[config.mk]
export PLATFORM = sky130hd
export DESIGN_NAME = modular_inverse_ext_euclid_top
export DESIGN_NICKNAME = d
export VERILOG_FILES = /design/src/rtl/core/mie_pkg.sv /design/src/rtl/core/mie_ctrl.sv /design/src/rtl/core/mie_dp.sv /design/src/rtl/core/modular_inverse_ext_euclid_top.sv
export SDC_FILE = /design/constraint.sdc
export NUM_CORES = 2
export LEC_CHECK = 0
export BUFFER_PORTS_ARGS = -buffer_cell sky130_fd_sc_hd__buf_4
export CAP_MARGIN = 0
export CORE_MARGIN = 3
export CORE_UTILIZATION = 62
export CTS_BUF_LIST = sky130_fd_sc_hd__clkbuf_8
export CTS_CLUSTER_DIAMETER = 80
export DETAILED_ROUTE_END_ITERATION = 7
export PLACE_DENSITY = 0.81
export SLEW_MARGIN = 15
export SYNTH_ARGS = -nofsm -noshare
export SYNTH_HDL_FRONTEND = slang
export SYNTH_SLANG_ARGS = --single-unit
[constraint.sdc]
create_clock -name i_clk -period 16.1 [get_ports i_clk]
set_clock_uncertainty 0.1 [all_clocks]
set_input_delay 3.22 -clock i_clk [delete_from_list [all_inputs] [get_ports i_clk]]
set_output_delay 3.22 -clock i_clk [all_outputs]
set_load 0.01 [all_outputs]
[src/rtl/core/mie_pkg.sv]
`timescale 1ns / 1ps
`default_nettype none

package mie_pkg;

    localparam int DEFAULT_WIDTH = 63;

    typedef enum logic [2:0] {
        ST_IDLE,
        ST_CHECK,
        ST_ALIGN,
        ST_DIVIDE,
        ST_UPDATE,
        ST_FINISH
    } t_state;

    typedef struct packed {
        logic load;         // take a new item into the Euclid registers
        logic div_start;    // set up remainder, divisor and accumulator
        logic align_shift;  // double the divisor
        logic div_step;     // one restoring step, one quotient bit
        logic update;       // rotate (a, b) and (s, u)
        logic out_load;     // reduce s and write the result register
    } t_cmd;

    typedef struct packed {
        logic b_zero;
        logic align_more;
        logic k_zero;
        logic out_free;
    } t_status;

endpackage

`default_nettype wire

[src/rtl/core/mie_ctrl.sv]
`timescale 1ns / 1ps
`default_nettype none

module mie_ctrl (
    input  wire logic            i_clk,
    input  wire logic            i_rst_n,
    input  wire logic            i_in_valid,
    output logic                 o_in_ready,
    input  wire mie_pkg::t_status i_status,
    output mie_pkg::t_cmd        o_cmd
);

    mie_pkg::t_state r_state;
    mie_pkg::t_state n_state;

    always_ff @(posedge i_clk) begin
        if (!i_rst_n) begin
            r_state <= mie_pkg::ST_IDLE;
        end else begin
            r_state <= n_state;
        end
    end

    always_comb begin
        n_state    = r_state;
        o_cmd      = '0;
        o_in_ready = 1'b0;
        case (r_state)
            mie_pkg::ST_IDLE: begin
                o_in_ready = 1'b1;
                if (i_in_valid) begin
                    o_cmd.load = 1'b1;
                    n_state    = mie_pkg::ST_CHECK;
                end
            end
            mie_pkg::ST_CHECK: begin
                if (i_status.b_zero) begin
                    n_state = mie_pkg::ST_FINISH;
                end else begin
                    o_cmd.div_start = 1'b1;
                    n_state         = mie_pkg::ST_ALIGN;
                end
            end
            mie_pkg::ST_ALIGN: begin
                if (i_status.align_more) begin
                    o_cmd.align_shift = 1'b1;
                end else begin
                    n_state = mie_pkg::ST_DIVIDE;
                end
            end
            mie_pkg::ST_DIVIDE: begin
                o_cmd.div_step = 1'b1;
                if (i_status.k_zero) begin
                    n_state = mie_pkg::ST_UPDATE;
                end
            end
            mie_pkg::ST_UPDATE: begin
                o_cmd.update = 1'b1;
                n_state      = mie_pkg::ST_CHECK;
            end
            mie_pkg::ST_FINISH: begin
                // hold the finished item until the result register frees up
                if (i_status.out_free) begin
                    o_cmd.out_load = 1'b1;
                    n_state        = mie_pkg::ST_IDLE;
                end
            end
            default: begin
                n_state = mie_pkg::ST_IDLE;
            end
        endcase
    end

endmodule

`default_nettype wire

[src/rtl/core/mie_dp.sv]
`timescale 1ns / 1ps
`default_nettype none

module mie_dp #(
    parameter int WIDTH = mie_pkg::DEFAULT_WIDTH
) (
    input  wire logic             i_clk,
    input  wire logic             i_rst_n,
    input  wire logic             i_cfg_valid,
    input  wire logic [WIDTH-1:0] i_cfg_modulus,
    input  wire logic [WIDTH-1:0] i_value,
    input  wire mie_pkg::t_cmd    i_cmd,
    output mie_pkg::t_status      o_status,
    output logic                  o_out_valid,
    input  wire logic             i_out_ready,
    output logic [WIDTH-1:0]      o_inverse,
    output logic [WIDTH-1:0]      o_common_divisor
);

    localparam int KW = $clog2(WIDTH);

    logic [WIDTH-1:0] r_mod;
    logic [WIDTH-1:0] r_a, r_b, r_rem, r_d;
    logic [WIDTH:0]   r_s, r_u, r_acc;
    logic [KW-1:0]    r_k;
    logic             r_out_valid;
    logic [WIDTH-1:0] r_inverse, r_gcd;

    logic [WIDTH-1:0] n_a, n_b, n_rem, n_d;
    logic [WIDTH:0]   n_s, n_u, n_acc;
    logic [KW-1:0]    n_k;
    logic             n_out_valid;
    logic [WIDTH-1:0] n_inverse, n_gcd;

    logic             ge;
    logic [WIDTH:0]   wrap_sum;
    logic [WIDTH-1:0] reduced;

    assign ge       = (r_rem >= r_d);
    // s lies in [-m, m]; one add or one compare brings it into [0, m-1]
    assign wrap_sum = r_s + {1'b0, r_mod};

    always_comb begin
        if (r_mod == '0) begin
            reduced = '0;
        end else if (r_s[WIDTH]) begin
            reduced = wrap_sum[WIDTH-1:0];
        end else if (r_s == {1'b0, r_mod}) begin
            reduced = '0;
        end else begin
            reduced = r_s[WIDTH-1:0];
        end
    end

    assign o_status.b_zero     = (r_b == '0);
    assign o_status.align_more = ({r_d, 1'b0} <= {1'b0, r_rem});
    assign o_status.k_zero     = (r_k == '0);
    assign o_status.out_free   = !r_out_valid || i_out_ready;

    always_comb begin
        n_a         = r_a;
        n_b         = r_b;
        n_s         = r_s;
        n_u         = r_u;
        n_rem       = r_rem;
        n_d         = r_d;
        n_acc       = r_acc;
        n_k         = r_k;
        n_out_valid = r_out_valid && !i_out_ready;
        n_inverse   = r_inverse;
        n_gcd       = r_gcd;
        if (i_cmd.load) begin
            n_a = i_value;
            n_b = r_mod;
            n_s = {{WIDTH{1'b0}}, 1'b1};
            n_u = '0;
        end
        if (i_cmd.div_start) begin
            n_rem = r_a;
            n_d   = r_b;
            n_acc = '0;
            n_k   = '0;
        end
        if (i_cmd.align_shift) begin
            n_d = {r_d[WIDTH-2:0], 1'b0};
            n_k = r_k + 1'b1;
        end
        if (i_cmd.div_step) begin
            // quotient bits come MSB first; q*u builds up alongside, mod 2^(WIDTH+1)
            n_rem = ge ? (r_rem - r_d) : r_rem;
            n_acc = {r_acc[WIDTH-1:0], 1'b0} + (ge ? r_u : '0);
            n_d   = {1'b0, r_d[WIDTH-1:1]};
            n_k   = r_k - 1'b1;
        end
        if (i_cmd.update) begin
            n_a = r_b;
            n_b = r_rem;
            n_s = r_u;
            n_u = r_s - r_acc;
        end
        if (i_cmd.out_load) begin
            n_out_valid = 1'b1;
            n_inverse   = reduced;
            n_gcd       = r_a;
        end
    end

    always_ff @(posedge i_clk) begin
        if (!i_rst_n) begin
            r_mod       <= {{(WIDTH-1){1'b0}}, 1'b1};
            r_out_valid <= 1'b0;
        end else begin
            if (i_cfg_valid) begin
                r_mod <= i_cfg_modulus;
            end
            r_out_valid <= n_out_valid;
        end
    end

    always_ff @(posedge i_clk) begin
        r_a       <= n_a;
        r_b       <= n_b;
        r_s       <= n_s;
        r_u       <= n_u;
        r_rem     <= n_rem;
        r_d       <= n_d;
        r_acc     <= n_acc;
        r_k       <= n_k;
        r_inverse <= n_inverse;
        r_gcd     <= n_gcd;
    end

    assign o_out_valid      = r_out_valid;
    assign o_inverse        = r_inverse;
    assign o_common_divisor = r_gcd;

endmodule

`default_nettype wire

[src/rtl/core/modular_inverse_ext_euclid_top.sv]
`timescale 1ns / 1ps
`default_nettype none

// channel   direction  handshake                  payload
// in        sink       i_in_valid / o_in_ready    i_value
// out       source     o_out_valid / i_out_ready  o_inverse, o_common_divisor
// cfg       sink       i_cfg_valid / o_cfg_ready  i_cfg_modulus
//
// One item at a time. Each Euclid step, with k = floor(log2(quotient)), runs one check state,
// k divisor doublings and a last visit to the align state that leaves the loop,
// k+1 restoring steps, and one update state.
// Reset is synchronous, active low; it sets the modulus to 1 and empties the result register.
// The result register frees the core: a new item is taken while a result waits,
// and a finished item waits only if the previous result is still not taken.
module modular_inverse_ext_euclid_top #(
    parameter int WIDTH = mie_pkg::DEFAULT_WIDTH
) (
    input  wire logic             i_clk,
    input  wire logic             i_rst_n,
    input  wire logic             i_cfg_valid,
    output logic                  o_cfg_ready,
    input  wire logic [WIDTH-1:0] i_cfg_modulus,
    input  wire logic             i_in_valid,
    output logic                  o_in_ready,
    input  wire logic [WIDTH-1:0] i_value,
    output logic                  o_out_valid,
    input  wire logic             i_out_ready,
    output logic [WIDTH-1:0]      o_inverse,
    output logic [WIDTH-1:0]      o_common_divisor
);

    mie_pkg::t_cmd    cmd;
    mie_pkg::t_status status;

    assign o_cfg_ready = 1'b1;

    mie_ctrl u_ctrl (
        .i_clk      (i_clk),
        .i_rst_n    (i_rst_n),
        .i_in_valid (i_in_valid),
        .o_in_ready (o_in_ready),
        .i_status   (status),
        .o_cmd      (cmd)
    );

    mie_dp #(
        .WIDTH (WIDTH)
    ) u_dp (
        .i_clk            (i_clk),
        .i_rst_n          (i_rst_n),
        .i_cfg_valid      (i_cfg_valid),
        .i_cfg_modulus    (i_cfg_modulus),
        .i_value          (i_value),
        .i_cmd            (cmd),
        .o_status         (status),
        .o_out_valid      (o_out_valid),
        .i_out_ready      (i_out_ready),
        .o_inverse        (o_inverse),
        .o_common_divisor (o_common_divisor)
    );

endmodule

`default_nettype wire

# Word level (Yosys, flattened, before mapping)
# Index checks and enable logic that the tools add are counted.
op_classes:
  addsub: 6
  n_lt_le_gt_ge: 2
  eq_ne: 11
  muxes: 40
  reduce_logical: 14
ops:
  columns: ["cell", "n"]
  rows:
  - ["63-bit 2-to-1 mux", 11]
  - ["64-bit 2-to-1 mux", 7]
  - ["63-bit zero test", 2]
  - ["64-bit adder", 1]
  - ["64-bit by 63-bit == test with 1-bit output", 1]
  - ["64-bit by 63-bit less-or-equal comparator with 1-bit output", 1]
  - ["64-bit subtractor", 1]
  - ["63-bit adder", 1]
  - ["63-bit >= comparator", 1]
  - ["63-bit subtractor", 1]
  - ["62-bit 2-to-1 mux", 1]
  - ["6-bit 2-to-1 mux", 3]
  - ["3-bit case mux with 6 select lines", 1]
  - ["3-bit 2-to-1 mux", 5]
  - ["1-bit 2-to-1 mux", 12]
  - ["2-bit != test (second input constant)", 4]
  - ["6-bit by 1-bit adder with 6-bit output (second input constant)", 1]
  - ["3-bit by 2-bit == test with 1-bit output (second input constant)", 2]
  - ["3-bit == test (second input constant)", 2]
  - ["6-bit zero test", 1]
  - ["2-bit nonzero test", 3]
  - ["6-bit by 1-bit subtractor with 6-bit output (second input constant)", 1]
  - ["4-bit AND reduction", 1]
  - ["3-bit by 1-bit == test with 1-bit output (second input constant)", 1]
  - ["7 further kinds", 8]
word_totals:
  ff_bits: 643
  inputBits: 131
  out_inout_bits: 129
  elab_cells: 87

# Depth between registers and ports, before layout
logic_depth:
  depth_word: 6
  ltp_mapped: 30
  mapped_depth_nobuf: 28

# Hierarchy
# From an unflattened synthesis, not the netlist that was laid out.
unflattened:
  cells_unflattened: 4191
  area_unflattened_um2: 42509.5
by_module_without_submodules:
  columns: ["mod", "n_inst", "cells_each", "area_each_um2", "seq_area_each_um2"]
  rows:
  - ["mie_dp", 1, 4157, 42229.3, 18567.8]
  - ["mie_ctrl", 1, 32, 269.0, 60.1]
  - ["modular_inverse_ext_euclid_top", 1, 2, 11.3, 0.0]

# Worst setup path after synthesis
# No wires, ideal clock.
synth_path:
  path_kind: "input port to flip-flop"
  start: "input i_in_valid"
  end: "register u_dp.r_a[0] (enable)"
  setup_ns: 0.639
  arrival_time_ns: 8.849
  required_ns: 15.361
  setup_slack_ns: 6.512
  path_stages: 1
  n_path_buf: 0
  path_cell_list: "o21a_1"
synth_between:
  elab_chain_len: 3
synth_lines:
  columns: ["element", "line", "source"]
  rows:
  - ["start, declared", "modular_inverse_ext_euclid_top.sv:23", "input wire logic i_in_valid,"]
  - ["1-bit 2-to-1 mux", "mie_ctrl.sv:31", "if (i_in_valid) begin"]
  - ["1-bit 2-to-1 mux", "mie_ctrl.sv:28", "case (r_state)"]
  - ["2-bit nonzero test (no source line)", null, null]
  - ["end signal, assigned", "mie_dp.sv:121", "r_a <= n_a;"]
  - ["end, declared", "mie_dp.sv:23", "logic [WIDTH-1:0] r_a, r_b, r_rem, r_d;"]
# Every way passes these cells.
# A chain may end at the register's enable or synchronous reset.

# Worst setup path after layout
layout_path:
  start: "register u_dp.r_d[16]"
  end: "register u_dp.r_acc[55], data pin"
layout_between:
  elab_chain_len: 4
layout_lines:
  columns: ["element", "line", "source"]
  rows:
  - ["start, declared", "mie_dp.sv:23", null]
  - ["start signal, assigned", "mie_dp.sv:126", "r_d <= n_d;"]
  - ["63-bit >= comparator", "mie_dp.sv:39", "assign ge = (r_rem >= r_d);"]
  - ["64-bit 2-to-1 mux", "mie_dp.sv:91", "n_acc = {r_acc[WIDTH-1:0], 1'b0} + (ge ? r_u : '0);"]
  - ["64-bit adder", "mie_dp.sv:91", null]
  - ["64-bit 2-to-1 mux", "mie_dp.sv:88", "if (i_cmd.div_step) begin"]
  - ["end signal, assigned", "mie_dp.sv:127", "r_acc <= n_acc;"]
  - ["end, declared", "mie_dp.sv:24", "logic [WIDTH:0] r_s, r_u, r_acc;"]
# Every way passes these cells.

==> results by group <==
Run status
  – Status: finished clean

Worst hold path
  – Hold depth: 0
  – Hold path startpoint: u_dp.r_a[17]
  – Worst Hold Endpoint: u_dp.o_common_divisor[17]
  – Worst min-delay path category: reg -> reg

Timing
  – Max-slew headroom: a little under a fifth
  – Slew Limit Fails: 0
  – Hold slack: roughly 0.35 ns
  – Worst-margin pin slew: 1.22 ns
  – Final setup fails: 0
  – Fmax achieved: 126 MHz
  – Setup WS post-layout: 8.14 ns
  – Final Cycle Share: 49.4%
  – Unrepaired setup endpoints after global routing: no
  – Final Hold Viols: 0
  – Post-route setup TNS: 0 ns
  – Fin crit period: approximately 8 ns

Clock tree
  – Clk Latency, worst-skew pair: ~0.74 ns
  – Hold buffer count at cts: 0
  – CTS tree: done
  – Reg clk slew, reported paths: about 0.06 ns
  – Post-CTS sizing: 0
  – CTS root buf: clkbuf_8
  – TritonCTS Buffers: 107
  – CTS Buffer Depth: 3
  – H-tree levels: 3
  – Post-CTS Setup Inserts: 0
  – Clock Sinks: 643

Worst setup path
  – CP Launch Type: register
  – Buffers & Inverters on Critical Path: 2
  – Total number of cells along the worst setup path: 29
  – Crit path max fanout: 64
  – Crit-path slowest cell: a2111oi_2
  – Setup slack, reg-to-reg: around 8.1 ns
  – CP Class: reg -> reg
  – Max stage delay on crit path: about 0.65 ns
  – FF-to-FF End: u_dp.r_acc[55]
  – Endpoint type of the worst setup path: register
  – Worst endpoint required time: 16.44 ns
  – R2R cell count: 29
  – Crit path DAT: just over 8 ns
  – Crit-path leading delay family: compound AO/OA/AOI/OAI gates
  – Critical path origin: u_dp.r_d[16]
  – Reg2reg start: u_dp.r_d[16]

Floorplanning
  – Starting density of the core: a little over three fifths
  – Ports: 260
  – Row cnt: 94
  – Die H: between 200 and 300 microns
  – Die W: approximately 270 microns
  – Core area: between 0.06 and 0.07 sq mm
  – Die Area: slightly above 0.07 sq mm

Synthesis
  – Synth area leaders: edfxtp_1 41%, ha_1 9.4%, nand2_1 5.0%
  – Ys async rst share: 0%
  – Post-synth EDFFs: 575
  – Synth cell types: slightly below 90
  – Average cell area after synthesis: between 9 and 10 sq um
  – Flops & latches, synth: between 600 and 700
  – Post-Synthesis Cells: between 4000 and 5000
  – Top-area cell type share of the netlist area: between 40% and 50%
  – Post-synth top area cell: edfxtp_1
  – Synthesized cell area: around 0.042 sq mm
  – Syn nets: 4866
  – Warnings from Yosys: 0
  – Main flop type after synthesis: edfxtp_1
  – Share of the yosys chip area belonging to registers: 44.3%

Drt
  – WL final: 123 mm
  – DR WL/cell: 22.3 microns
  – Via count: about 35000
  – Initial drt markers: around 3700
  – DRC: 0
  – WL met3: 11.7 mm
  – Final ANT Viol Nets: 0
  – Vias per cell: between 6 and 7
  – Met1 wire length: 52.0 mm
  – DRT Pass-1 Iters: 6
  – Uppermost layer routed: met5
  – DR WL met2: 54.4 mm

Placement
  – Placed Cells incl. Taps: 5329
  – IO Port Bufs: 258
  – Placed Area: approximately 0.044 sq mm
  – Gpl congestion: slightly below 1
  – HPWL Detailed: slightly above 90 mm
  – Worst slack at placement: between 8 and 9 ns

Finish
  – Fillers: around 5100
  – Layout cells sized above 1: a little over 10%
  – Final core occ: between 70% and 80%
  – Commonest non-fill, non-tap cell in the layout: edfxtp_1
  – Area grow syn2layout: 10.8%
  – Commonest cells after routing, fill and taps aside: 575 x edfxtp_1, 562 x nand2_1, 350 x o21ai_0
  – Cell area after layout: around 0.047 sq mm
  – Post-Layout Cell Count: roughly 5500
  – Nets: ~5000

Global routing
  – Vias in the first global route: around 33000
  – GRT Total Usage: roughly 34%
  – Initial antenna violation count: 3
  – GRT overflow: 0
  – Largest net degree at the start of global routing: roughly 160
  – First-pass GRT wire length: 187 mm

Power
  – PD cells: ~180 mW/mm^2
  – Power Total: 8.58 mW
  – Leak: about 20 nW
  – Peak supply drop: 0.000112 V

Run
  – Max_cap viols: 0
worst max-delay path by stage:
stage	end	slack (ns)
after floorplan	u_dp.r_a[0]	6.51
after global placement	u_dp.r_acc[55]	8.51
after detailed placement	u_dp.r_acc[55]	8.32
after CTS	u_dp.r_acc[55]	8.25
after global routing	u_dp.r_acc[55]	7.76
final	u_dp.r_acc[55]	8.14
cell families (layout without fill, tap and decap cells):
family	after synthesis	in the layout	synth area share, %
AND/OR/NAND/NOR	1437	1437	16.3
adder cells (fa/ha/maj)	319	319	9.56
XOR/XNOR	223	223	4.64
flip-flops	643	643	44.3
multiplexers	130	130	3.10
buffers and inverters	481	732	4.46
other	1	2	0.00891
AO/OA/AOI/OAI	1182	1182	17.7
where the power goes:
part	internal (mW)	leakage, nW	switching (mW)
registers	2.37	6.03	0.348
logic	1.67	13.1	2.69
clock network	0.799	1.26	0.704
state kept, by name (all words and copies together), names as in the netlist, 6 cells and up:
register	count
u_dp.r_mod	63
u_dp.r_u	64
u_dp.o_common_divisor	63
u_dp.r_d	63
u_dp.r_a	63
u_dp.r_b	63
u_dp.r_s	64
u_dp.r_k	6
u_dp.o_inverse	63
u_dp.r_rem	63
u_dp.r_acc	64
worst reg2reg max path, delay by kind of cell, from the launching register on:
family	cells	cell delay, ns
AOI/OAI and AO/OA	16	4.23
xor gates and xnor gates	1	0.15
adders and majority gates	3	0.80
buffers and inverters	2	0.62
DFF	1	0.41
and+or+nand+nor	7	1.36
cells in the mapped netlist (30+ instances only):
| cell | number |
|---|---|
| ha_1 | 315 |
| dfxtp_1 | 68 |
| nor4_1 | 61 |
| nor2_1 | 267 |
| and2_1 | 138 |
| mux2i_1 | 129 |
| o21a_1 | 45 |
| a22oi_1 | 35 |
| nand4_1 | 80 |
| a21o_1 | 180 |
| inv_1 | 249 |
| nor3_1 | 56 |
| nand2_1 | 564 |
| o21ai_0 | 350 |
| nand3_1 | 57 |
| clkbuf_1 | 203 |
| a21oi_1 | 301 |
| and3_1 | 30 |
| nand2b_1 | 31 |
| nor2b_1 | 107 |
| o21bai_1 | 53 |
| edfxtp_1 | 575 |
| xor2_1 | 110 |
| xnor2_1 | 113 |
cell type report:
cell class / count / area (sq um) / share of cell area, %
diodes: 1 / 2.50 / 0.00537
inverters: 249 / 935 / 2.00
multi-input cells: 3292 / 21700 / 46.4
clock inverters: 75 / 465 / 0.998
well taps: 864 / 1080 / 2.32
flip-flops and latches: 643 / 18600 / 39.9
clock buffers: 127 / 1750 / 3.75
repair buffers: 281 / 2120 / 4.55
layer usage:
metal | track usage, % | vias to the layer above
li1 | - | 16350
met1 | 48.1 | 16678
met2 | 52.0 | 1698
met3 | 5.26 | 257
met4 | 13.5 | 2
met5 | 0 | -
Power figures use the tool's default switching activity.
